File: config.mk
export PLATFORM = sky130hd
export DESIGN_NAME = radix_integer_to_ascii
export DESIGN_NICKNAME = d
export VERILOG_FILES = /design/src/hw/rtl/ita_pkg.sv /design/src/hw/rtl/ita_stage.sv /design/src/hw/rtl/ita_emitter.sv /design/src/hw/rtl/radix_integer_to_ascii.sv
export SDC_FILE = /design/constraint.sdc
export NUM_CORES = 2
export LEC_CHECK = 0
export BUFFER_PORTS_ARGS = -buffer_cell sky130_fd_sc_hd__buf_4
export CORE_ASPECT_RATIO = 0.6
export CORE_MARGIN = 2
export CORE_UTILIZATION = 30
export CTS_BUF_LIST = sky130_fd_sc_hd__clkbuf_4 sky130_fd_sc_hd__clkbuf_8
export CTS_CLUSTER_SIZE = 40
export DETAILED_ROUTE_END_ITERATION = 10
export GPL_TIMING_DRIVEN = 0
export SYNTH_ARGS = -nofsm -noshare
export SYNTH_HDL_FRONTEND = slang
export SYNTH_SLANG_ARGS = --single-unit
File: constraint.sdc
create_clock -name clk -period 12.35 [get_ports clk]
set_input_delay 1.235 -clock clk [delete_from_list [all_inputs] [get_ports clk]]
set_output_delay 1.235 -clock clk [all_outputs]
set_load 0.1 [all_outputs]
File: src/hw/rtl/ita_pkg.sv
// ----------------------------------------------------------------------------
// ita_pkg: shared types and constants for radix integer to ASCII
// Widths, character codes and the item carried down the conversion pipeline.
// ----------------------------------------------------------------------------
package ita_pkg;

    localparam int VALUE_BITS    = 32;
    localparam int DABBLE_STAGES = 4;
    localparam int BPS           = (VALUE_BITS + DABBLE_STAGES - 1) / DABBLE_STAGES;
    localparam int PW            = DABBLE_STAGES * BPS;
    localparam int DEC_DIGITS    = (VALUE_BITS * 3) / 10 + 1;
    localparam int BCD_W         = DEC_DIGITS * 4;
    localparam int HEX_DIGITS    = (VALUE_BITS + 3) / 4;
    localparam int HEX_W         = HEX_DIGITS * 4;
    localparam int LEN_W         = $clog2(VALUE_BITS + 2);

    localparam logic [6:0] CH_ZERO  = 7'h30;
    localparam logic [6:0] CH_ONE   = 7'h31;
    localparam logic [6:0] CH_A     = 7'h41;
    localparam logic [6:0] CH_MINUS = 7'h2D;
    localparam logic [6:0] CH_NONE  = 7'h00;

    typedef enum logic [1:0] {
        BASE_BIN = 2'd0,
        BASE_DEC = 2'd1,
        BASE_HEX = 2'd2,
        BASE_BAD = 2'd3
    } base_t;

    typedef struct packed {
        logic                    neg;
        base_t                   base;
        logic [VALUE_BITS-1:0]   raw;
        logic [VALUE_BITS-1:0]   mag;
        logic [PW-1:0]           msh;
        logic [PW-1:0]           rsh;
        logic                    found;
        logic [LEN_W-1:0]        blen;
        logic [BCD_W-1:0]        bcd;
    } item_t;

endpackage

File: src/hw/rtl/ita_stage.sv
// ----------------------------------------------------------------------------
// ita_stage: one double-dabble pipeline stage
// Shifts BPS magnitude bits into the BCD digits and tracks binary length.
// ----------------------------------------------------------------------------
module ita_stage (
    input  logic          clk,
    input  logic          rst_n,
    input  logic          in_valid,
    input  ita_pkg::item_t in_item,
    output logic          in_ready,
    output logic          out_valid,
    output ita_pkg::item_t out_item,
    input  logic          out_ready
);

    logic           valid_reg;
    ita_pkg::item_t item_reg;
    ita_pkg::item_t item_next;

    assign in_ready  = !valid_reg || out_ready;
    assign out_valid = valid_reg;
    assign out_item  = item_reg;

    always_comb
    begin
        item_next = in_item;
        for (int s = 0; s < ita_pkg::BPS; s++)
        begin
            for (int d = 0; d < ita_pkg::DEC_DIGITS; d++)
            begin
                if (item_next.bcd[d*4 +: 4] >= 4'd5)
                begin
                    item_next.bcd[d*4 +: 4] = item_next.bcd[d*4 +: 4] + 4'd3;
                end
            end
            item_next.bcd = {item_next.bcd[ita_pkg::BCD_W-2:0],
                             item_next.msh[ita_pkg::PW-1]};
            if (item_next.found)
            begin
                item_next.blen = item_next.blen + 1'b1;
            end
            else if (item_next.rsh[ita_pkg::PW-1] != item_next.neg)
            begin
                item_next.found = 1'b1;
                item_next.blen  = item_next.neg ? ita_pkg::LEN_W'(2) : ita_pkg::LEN_W'(1);
            end
            item_next.msh = {item_next.msh[ita_pkg::PW-2:0], 1'b0};
            item_next.rsh = {item_next.rsh[ita_pkg::PW-2:0], 1'b0};
        end
    end

    always_ff @(posedge clk or negedge rst_n)
    begin
        if (!rst_n)
        begin
            valid_reg <= 1'b0;
        end
        else if (in_ready)
        begin
            valid_reg <= in_valid;
        end
    end

    always_ff @(posedge clk)
    begin
        if (in_ready && in_valid)
        begin
            item_reg <= item_next;
        end
    end

endmodule

File: src/hw/rtl/ita_emitter.sv
// ----------------------------------------------------------------------------
// ita_emitter: character serializer
// Holds one converted request and sends its text, most significant first.
// ----------------------------------------------------------------------------
module ita_emitter (
    input  logic           clk,
    input  logic           rst_n,
    input  logic           in_valid,
    input  ita_pkg::item_t in_item,
    output logic           in_ready,
    output logic           out_valid,
    input  logic           out_stall,
    output logic [6:0]     char_code,
    output logic           last,
    output logic           error
);

    logic                      busy_reg;
    logic [ita_pkg::LEN_W-1:0] cnt_reg;
    logic [ita_pkg::LEN_W-1:0] len_reg;
    ita_pkg::item_t            item_reg;
    logic [ita_pkg::LEN_W-1:0] len_calc;
    logic [ita_pkg::LEN_W-1:0] dlen;
    logic [ita_pkg::LEN_W-1:0] hlen;
    logic [ita_pkg::HEX_W-1:0] in_magx;
    logic [ita_pkg::HEX_W-1:0] magx;
    logic [3:0]                digit;

    assign in_ready  = !busy_reg || (!out_stall && cnt_reg == '0);
    assign out_valid = busy_reg;
    assign last      = (cnt_reg == '0);
    assign error     = (item_reg.base == ita_pkg::BASE_BAD);
    assign in_magx   = ita_pkg::HEX_W'(in_item.mag);
    assign magx      = ita_pkg::HEX_W'(item_reg.mag);

    // length of the incoming text
    always_comb
    begin
        dlen = ita_pkg::LEN_W'(1);
        for (int i = 0; i < ita_pkg::DEC_DIGITS; i++)
        begin
            if (in_item.bcd[i*4 +: 4] != 4'd0)
            begin
                dlen = ita_pkg::LEN_W'(i + 1);
            end
        end
        hlen = ita_pkg::LEN_W'(1);
        for (int i = 0; i < ita_pkg::HEX_DIGITS; i++)
        begin
            if (in_magx[i*4 +: 4] != 4'd0)
            begin
                hlen = ita_pkg::LEN_W'(i + 1);
            end
        end
        unique case (in_item.base)
            ita_pkg::BASE_BIN: len_calc = in_item.found ? in_item.blen : ita_pkg::LEN_W'(1);
            ita_pkg::BASE_DEC: len_calc = dlen + ita_pkg::LEN_W'(in_item.neg);
            ita_pkg::BASE_HEX: len_calc = hlen + ita_pkg::LEN_W'(in_item.neg);
            default:           len_calc = ita_pkg::LEN_W'(1);
        endcase
    end

    // character at the current position
    always_comb
    begin
        digit     = 4'd0;
        char_code = ita_pkg::CH_NONE;
        unique case (item_reg.base)
            ita_pkg::BASE_BIN:
            begin
                char_code = ita_pkg::CH_ZERO;
                for (int i = 0; i < ita_pkg::VALUE_BITS; i++)
                begin
                    if (cnt_reg == ita_pkg::LEN_W'(i) && item_reg.raw[i])
                    begin
                        char_code = ita_pkg::CH_ONE;
                    end
                end
            end
            ita_pkg::BASE_DEC:
            begin
                for (int i = 0; i < ita_pkg::DEC_DIGITS; i++)
                begin
                    if (cnt_reg == ita_pkg::LEN_W'(i))
                    begin
                        digit = item_reg.bcd[i*4 +: 4];
                    end
                end
                char_code = ita_pkg::CH_ZERO + 7'(digit);
                if (item_reg.neg && cnt_reg == len_reg - 1'b1)
                begin
                    char_code = ita_pkg::CH_MINUS;
                end
            end
            ita_pkg::BASE_HEX:
            begin
                for (int i = 0; i < ita_pkg::HEX_DIGITS; i++)
                begin
                    if (cnt_reg == ita_pkg::LEN_W'(i))
                    begin
                        digit = magx[i*4 +: 4];
                    end
                end
                char_code = (digit < 4'd10) ? ita_pkg::CH_ZERO + 7'(digit)
                                            : ita_pkg::CH_A + 7'(digit - 4'd10);
                if (item_reg.neg && cnt_reg == len_reg - 1'b1)
                begin
                    char_code = ita_pkg::CH_MINUS;
                end
            end
            default: char_code = ita_pkg::CH_NONE;
        endcase
    end

    always_ff @(posedge clk or negedge rst_n)
    begin
        if (!rst_n)
        begin
            busy_reg <= 1'b0;
            cnt_reg  <= '0;
        end
        else if (in_ready && in_valid)
        begin
            busy_reg <= 1'b1;
            cnt_reg  <= ita_pkg::LEN_W'(len_calc - 1'b1);
        end
        else if (busy_reg && !out_stall)
        begin
            if (cnt_reg == '0)
            begin
                busy_reg <= 1'b0;
            end
            else
            begin
                cnt_reg <= cnt_reg - 1'b1;
            end
        end
    end

    always_ff @(posedge clk)
    begin
        if (in_ready && in_valid)
        begin
            item_reg <= in_item;
            len_reg  <= len_calc;
        end
    end

endmodule

File: src/hw/rtl/radix_integer_to_ascii.sv
// ----------------------------------------------------------------------------
// radix_integer_to_ascii: signed integer to ASCII text
// Converts a signed value to binary, decimal or hex text, one char a beat.
// ----------------------------------------------------------------------------
// Usage:
//   The input channel takes a request (value, base_select) when in_valid is
//   high and in_stall low. The output channel sends one character per beat
//   (char_code, last, error), most significant first; last marks the final
//   character of a request. base_select 3 gives a single beat with error set.
//   The first character of a request passes the input register, four
//   double-dabble stages and the emitter register before it appears.
//   Throughput: the emitter sends one character per cycle while out_stall is
//   low, so a request takes as many beats as its text has characters: 1 to 32
//   in binary, up to 11 in decimal, up to 9 in hex. Up to five requests wait
//   in the pipeline while the emitter works on a sixth.
//   Reset clears all valid bits and the emitter; no request is in flight.
//   When the receiver stalls, the current character holds and the pipeline
//   fills, then in_stall rises; nothing is dropped or repeated.
// ----------------------------------------------------------------------------
module radix_integer_to_ascii (
    input  logic                                clk,
    input  logic                                rst_n,
    input  logic                                in_valid,
    output logic                                in_stall,
    input  logic signed [ita_pkg::VALUE_BITS-1:0] value,
    input  logic [1:0]                          base_select,
    output logic                                out_valid,
    input  logic                                out_stall,
    output logic [6:0]                          char_code,
    output logic                                last,
    output logic                                error
);

    logic                                   front_valid_reg;
    ita_pkg::item_t                         front_item_reg;
    ita_pkg::item_t                         front_item_next;
    logic                                   front_ready;
    logic [ita_pkg::VALUE_BITS-1:0]         mag_calc;
    logic                                   neg_calc;

    logic           st_valid [ita_pkg::DABBLE_STAGES+1];
    ita_pkg::item_t st_item  [ita_pkg::DABBLE_STAGES+1];
    logic           st_ready [ita_pkg::DABBLE_STAGES+1];

    assign in_stall = !front_ready;
    assign front_ready = !front_valid_reg || st_ready[0];

    // sign and magnitude; the most negative value maps onto its own magnitude
    assign neg_calc = value[ita_pkg::VALUE_BITS-1];
    assign mag_calc = neg_calc ? (~value + 1'b1) : value;

    always_comb
    begin
        front_item_next       = '0;
        front_item_next.neg   = neg_calc;
        front_item_next.base  = ita_pkg::base_t'(base_select);
        front_item_next.raw   = value;
        front_item_next.mag   = mag_calc;
        front_item_next.msh   = ita_pkg::PW'(mag_calc);
        front_item_next.rsh   = ita_pkg::PW'(value);
        front_item_next.found = 1'b0;
        front_item_next.blen  = '0;
        front_item_next.bcd   = '0;
    end

    always_ff @(posedge clk or negedge rst_n)
    begin
        if (!rst_n)
        begin
            front_valid_reg <= 1'b0;
        end
        else if (front_ready)
        begin
            front_valid_reg <= in_valid;
        end
    end

    always_ff @(posedge clk)
    begin
        if (front_ready && in_valid)
        begin
            front_item_reg <= front_item_next;
        end
    end

    assign st_valid[0] = front_valid_reg;
    assign st_item[0]  = front_item_reg;

    // advance through the double-dabble stages
    for (genvar g = 0; g < ita_pkg::DABBLE_STAGES; g++)
    begin : g_stage
        ita_stage u_stage (
            .clk       (clk),
            .rst_n     (rst_n),
            .in_valid  (st_valid[g]),
            .in_item   (st_item[g]),
            .in_ready  (st_ready[g]),
            .out_valid (st_valid[g+1]),
            .out_item  (st_item[g+1]),
            .out_ready (st_ready[g+1])
        );
    end

    ita_emitter u_emitter (
        .clk       (clk),
        .rst_n     (rst_n),
        .in_valid  (st_valid[ita_pkg::DABBLE_STAGES]),
        .in_item   (st_item[ita_pkg::DABBLE_STAGES]),
        .in_ready  (st_ready[ita_pkg::DABBLE_STAGES]),
        .out_valid (out_valid),
        .out_stall (out_stall),
        .char_code (char_code),
        .last      (last),
        .error     (error)
    );

    // error beat is a lone zero character
    a_error_beat: assert property (@(posedge clk) disable iff (!rst_n)
        out_valid && error |-> last && char_code == ita_pkg::CH_NONE)
        else $error("error beat malformed");

    // a minus sign is always followed by digits
    a_minus_not_last: assert property (@(posedge clk) disable iff (!rst_n)
        out_valid && char_code == ita_pkg::CH_MINUS |-> !last && !error)
        else $error("minus sign on last beat");

    // text continues until last is sent
    a_text_continues: assert property (@(posedge clk) disable iff (!rst_n)
        out_valid && !last |=> out_valid)
        else $error("text cut short");

endmodule
==> reports/summary.log <==
[critical_path] startpoint class of the critical path flip-flop
[detailed_routing] first-iteration detailed-routing DRC count 3432
[layout] Cell Count, Final, Fillers Out 7048
[detailed_routing] iteration count of the initial detailed-routing pass 5
[power] Int Pwr 0.00627 W
[timing] unrepaired setup endpoints after global routing false
[job] max capacitance violation total 0
[floorplanning] core footprint 151000 um^2
[place] placer's final routability congestion estimate 0.849
[timing] transition time of the tightest slew-check pin 1.30 ns
[critical_path] worst-case register-to-register setup slack 4.64 ns
[floorplanning] row count 110
[clocking] CTS tree built
[power] switching share of power 0.438
[logic_synthesis] number of synthesized flops with an enable pin 561
[power] maximum VDD drop 226 uV
[clocking] number of clock sinks seen by CTS 573
[logic_synthesis] Mapped Area 45700 um^2
[floorplanning] starting density of the core 0.303
[detailed_routing] number of nets with antenna violations after detailed routing 0
[global_route] number of antenna violations at the first check in global routing 9
[clocking] number of hold-repair buffers added at the cts stage 0
[logic_synthesis] predominant post-synthesis flop cell sky130_fd_sc_hd__edfxtp_1
[logic_synthesis] largest cells by area after synthesis sky130_fd_sc_hd__edfxtp_1 37%, sky130_fd_sc_hd__ha_1 5.2%, sky130_fd_sc_hd__nand2_1 3.2%
[detailed_routing] per-cell via count in the routed design 5.33
[layout] P&R area growth vs syn 10.8%
[detailed_routing] post-DR wirelength/cell 15.7 um
[power] part of the power in combinational logic 0.626
[power] sequential power share 0.227
[critical_path] kind of capture point of the worst setup path output port
[logic_synthesis] fraction of synthesized cell area taken by the top area cell type 0.368
[timing] final setup violating endpoints 0
[clocking] number of post-CTS setup repair buffers 0
[layout] share of cells above drive strength 1 0.126
[clocking] latest clock arrival within the worst-skew pair 0.76 ns
[clocking] number of buffers created by CTS 85
[global_route] maximum number of pins on one net before global-route repair 79
[timing] final worst-path cycle share 0.639
[logic_synthesis] proportion of synthesized chip area in sequential cells 0.375
[floorplanning] count of boundary I/O pins 49
[status] outcome finished clean
[critical_path] r2r endpoint g_stage[1].u_stage.out_item[43]$_DFFE_PP_
[place] detailed-placement wirelength estimate 84700 um
[clocking] maximum buffer depth of the clock tree 3
[floorplanning] die width 508 um
[critical_path] delay-heaviest family, CP simple AND/OR/NAND/NOR gates
[critical_path] critical-path cell list clkbuf_1, nor4_1, nand2_1, nor2_1, a222oi_1, nor3_1, a221oi_1, nand2_1, o211ai_1, nand3_1, o21ai_0, ha_1, inv_1, ha_1, clkbuf_1, xnor2_1, nand3_1, o21ai_0, a21oi_1, buf_4
[timing] final-report hold violation count 0
[logic_synthesis] largest area contributor in the synthesized netlist sky130_fd_sc_hd__edfxtp_1
[detailed_routing] number of vias after detailed routing 37539
[critical_path] Buf+Inv Stages, Crit Path 4
[logic_synthesis] number of register bits inferred by synthesis 573
[logic_synthesis] Mapped Cells 4821
[floorplanning] Chip Height 306 um
[floorplanning] die footprint 156000 um^2
[global_route] combined global-route utilization of all metal layers 0.138
[global_route] number of global-route vias before repair 33619
[logic_synthesis] number of warnings issued by yosys 0
[power] power spent charging and discharging nets 0.00488 W
[critical_path] critical path peak fanout 10
[layout] most common cell after layout, fill and taps aside sky130_fd_sc_hd__edfxtp_1
[critical_path] Worst Path Arrival 6.65 ns
[layout] net count reported at finish 5194
[critical_path] Worst R2R Start g_stage[0].u_stage.out_item[174]$_DFFE_PP_
[power] clock share of power 0.148
[layout] flip-flop count of the largest register after layout 386
[clocking] CTS H-tree lvls 3
[place] total of buffers placed on input and output ports 48
[power] reported leakage power 18.3 nW
[layout] commonest cells after routing, fill and taps aside 561 x sky130_fd_sc_hd__edfxtp_1, 394 x sky130_fd_sc_hd__nand2_1, 372 x sky130_fd_sc_hd__nor2_1
[clocking] number of resized instances in the post-cts repair step 0
[timing] clk_skew 0.0600 ns
[critical_path] slowest stage delay, CP 0.77 ns
[logic_synthesis] Distinct cells, synth 156
[global_route] wire length of the first global-routing pass 179000 um
[clocking] clock root buffer sky130_fd_sc_hd__clkbuf_8
[detailed_routing] DRC violations left 0
[worst_hold_path] kind of path behind the tightest hold check input port to asynchronous set/reset pin
[critical_path] start-to-end type of the worst setup path flip-flop to output port
[power] Power Dens Cells 220 nW/um^2
[critical_path] cell count of the worst reg-to-reg path 32
[layout] fill cell count 15220
[clocking] clock transition at the register clock pins on the worst setup and hold paths after CTS 0.06 ns
[logic_synthesis] average instance area after synthesis 9.49 um^2
[global_route] total overflow reported by the global router 0
[timing] final count of pins violating max slew 0
[timing] top achievable clock speed 127 MHz
[timing] worst slew margin relative to its limit 0.125
[critical_path] Critical Path RT 11.11 ns
[critical_path] slowest stage cell on the critical path sky130_fd_sc_hd__nor4_1
[logic_synthesis] syn nets 5049
[detailed_routing] Routed Wire Length 111000 um
[place] dpl cells 6895
[timing] post-layout minimum cycle time 7.89 ns
[timing] Post-Route Setup TNS 0 ns
[logic_synthesis] Post-synth ARST share 0.0209
## logic make-up (layout without fill, tap and decap cells)
kind of cell / after synthesis / in the layout / share of synthesized area
buffers and inverters: 442 / 651 / 0.0385
DFF: 573 / 573 / 0.375
AOI/OAI and AO/OA: 1555 / 1555 / 0.251
muxes: 217 / 217 / 0.0526
and+or+nand+nor: 1592 / 1592 / 0.175
adders and majority gates: 208 / 208 / 0.0560
other: 0 / 2 / 0
xor gates and xnor gates: 234 / 234 / 0.0519
## per-layer routing
metal  part of all wire  track usage  vias to the layer above
met1               0.54        0.226                    17776
met4             0.0099       0.0229                       10
met2               0.38        0.184                      928
li1                   -            -                    18731
met5            0.00055            0                        -
met3              0.061       0.0239                       94
## cell usage after synthesis (18+ instances only)
cell type                  count
sky130_fd_sc_hd__xor2_1       63
sky130_fd_sc_hd__nand2b_1     93
sky130_fd_sc_hd__nor4_1       24
sky130_fd_sc_hd__o21ai_0     273
sky130_fd_sc_hd__a21boi_0     20
sky130_fd_sc_hd__xnor2_1     138
sky130_fd_sc_hd__a211oi_2     21
sky130_fd_sc_hd__o21a_1       49
sky130_fd_sc_hd__a211o_1      23
sky130_fd_sc_hd__nor2b_1      43
sky130_fd_sc_hd__o22ai_1      48
sky130_fd_sc_hd__inv_2        25
sky130_fd_sc_hd__mux2_2       65
sky130_fd_sc_hd__or2_2        33
sky130_fd_sc_hd__or4_1        18
sky130_fd_sc_hd__a21oi_1     280
sky130_fd_sc_hd__xnor2_2      18
sky130_fd_sc_hd__and3_1       36
sky130_fd_sc_hd__mux2i_1     128
sky130_fd_sc_hd__a211oi_1     69
sky130_fd_sc_hd__ha_1        190
sky130_fd_sc_hd__or3_1        41
sky130_fd_sc_hd__o211ai_1     73
sky130_fd_sc_hd__nand3b_1     24
sky130_fd_sc_hd__clkbuf_1    109
sky130_fd_sc_hd__edfxtp_1    561
sky130_fd_sc_hd__nand3_1     167
sky130_fd_sc_hd__o221ai_1     18
sky130_fd_sc_hd__nor3b_1      23
sky130_fd_sc_hd__buf_2        36
sky130_fd_sc_hd__nand2_1     394
sky130_fd_sc_hd__a21o_1       52
sky130_fd_sc_hd__a31oi_1      45
sky130_fd_sc_hd__and2_1       63
sky130_fd_sc_hd__nand4_1      25
sky130_fd_sc_hd__a22oi_1      44
sky130_fd_sc_hd__inv_1       243
sky130_fd_sc_hd__nor2_1      372
sky130_fd_sc_hd__o31ai_1      47
sky130_fd_sc_hd__o21bai_1     22
sky130_fd_sc_hd__a22o_1       21
sky130_fd_sc_hd__a221oi_1     35
sky130_fd_sc_hd__nor3_1      135
sky130_fd_sc_hd__o21ai_1      67
## layout make-up
type | instances | area [um^2] | area share
repair buffers | 58 | 583 | 0.0115
inverters | 273 | 1030 | 0.0204
clock inverters | 47 | 442 | 0.00872
well taps | 2016 | 2520 | 0.0498
flip-flops and latches | 573 | 17100 | 0.339
multi-input cells | 3806 | 26900 | 0.530
diodes | 2 | 5.00 | 0.0000988
plain buffers | 169 | 732 | 0.0145
clock buffers | 104 | 1330 | 0.0263
## how the worst max path moves through the flow
| stage | from | cells after the start | slack, ns | to |
|---|---|---|---|---|
| 2_1_floorplan | out_stall | 3 | 5.25 | g_stage[3].u_stage.out_item[0]$_DFFE_PP_ |
| 3_3_place_gp | u_emitter.cnt_reg[4]$_DFFE_PN0P_ | 6 | 2.21 | g_stage[3].u_stage.out_item[133]$_DFFE_PP_ |
| 3_5_place_dp | g_stage[0].u_stage.out_item[174]$_DFFE_PP_ | 32 | 4.80 | g_stage[1].u_stage.out_item[43]$_DFFE_PP_ |
| 4_1_cts | u_emitter.cnt_reg[4]$_DFFE_PN0P_ | 20 | 4.38 | char_code[0] |
| 5_1_grt | u_emitter.cnt_reg[4]$_DFFE_PN0P_ | 20 | 3.94 | char_code[0] |
| 6_report | u_emitter.cnt_reg[4]$_DFFE_PN0P_ | 20 | 4.46 | char_code[0] |
## power by group through the flow
stage               Combinational [W]  Clock, W  Sequential (W)
finish                        0.00698   0.00165         0.00253
CTS                           0.00695   0.00169         0.00253
global route                  0.00782   0.00177         0.00254
detailed placement            0.00691         0         0.00257
global placement              0.00669         0         0.00258
floorplan                     0.00571         0         0.00256
## worst register-to-register path, delay by kind of cell (launching register included)
| family | cells | cell delay [ns] |
|---|---|---|
| and+or+nand+nor | 8 | 0.61 |
| DFF | 1 | 0.44 |
| buffers and inverters | 5 | 1.65 |
| adders and majority gates | 6 | 1.84 |
| AOI/OAI and AO/OA | 12 | 2.66 |
| muxes | 1 | 0.27 |
## per-stage QoR
stage / worst slack [ns] / power [W] / hold WS, ns / utilization / area (um^2)
after detailed placement: 4.80 / 0.00948 / 0.405 / 0.324 / 48900
after global placement: 2.21 / 0.00927 / 0.400 / 0.323 / 48600
after floorplan: 5.25 / 0.00827 / 0.400 / - / 45700
after global routing: 3.94 / 0.0121 / 0.318 / 0.336 / 50600
after CTS: 4.38 / 0.0112 / 0.277 / 0.336 / 50600
final: 4.46 / 0.0112 / 0.358 / 0.336 / 50600
(Power assumes the default switching activity.)
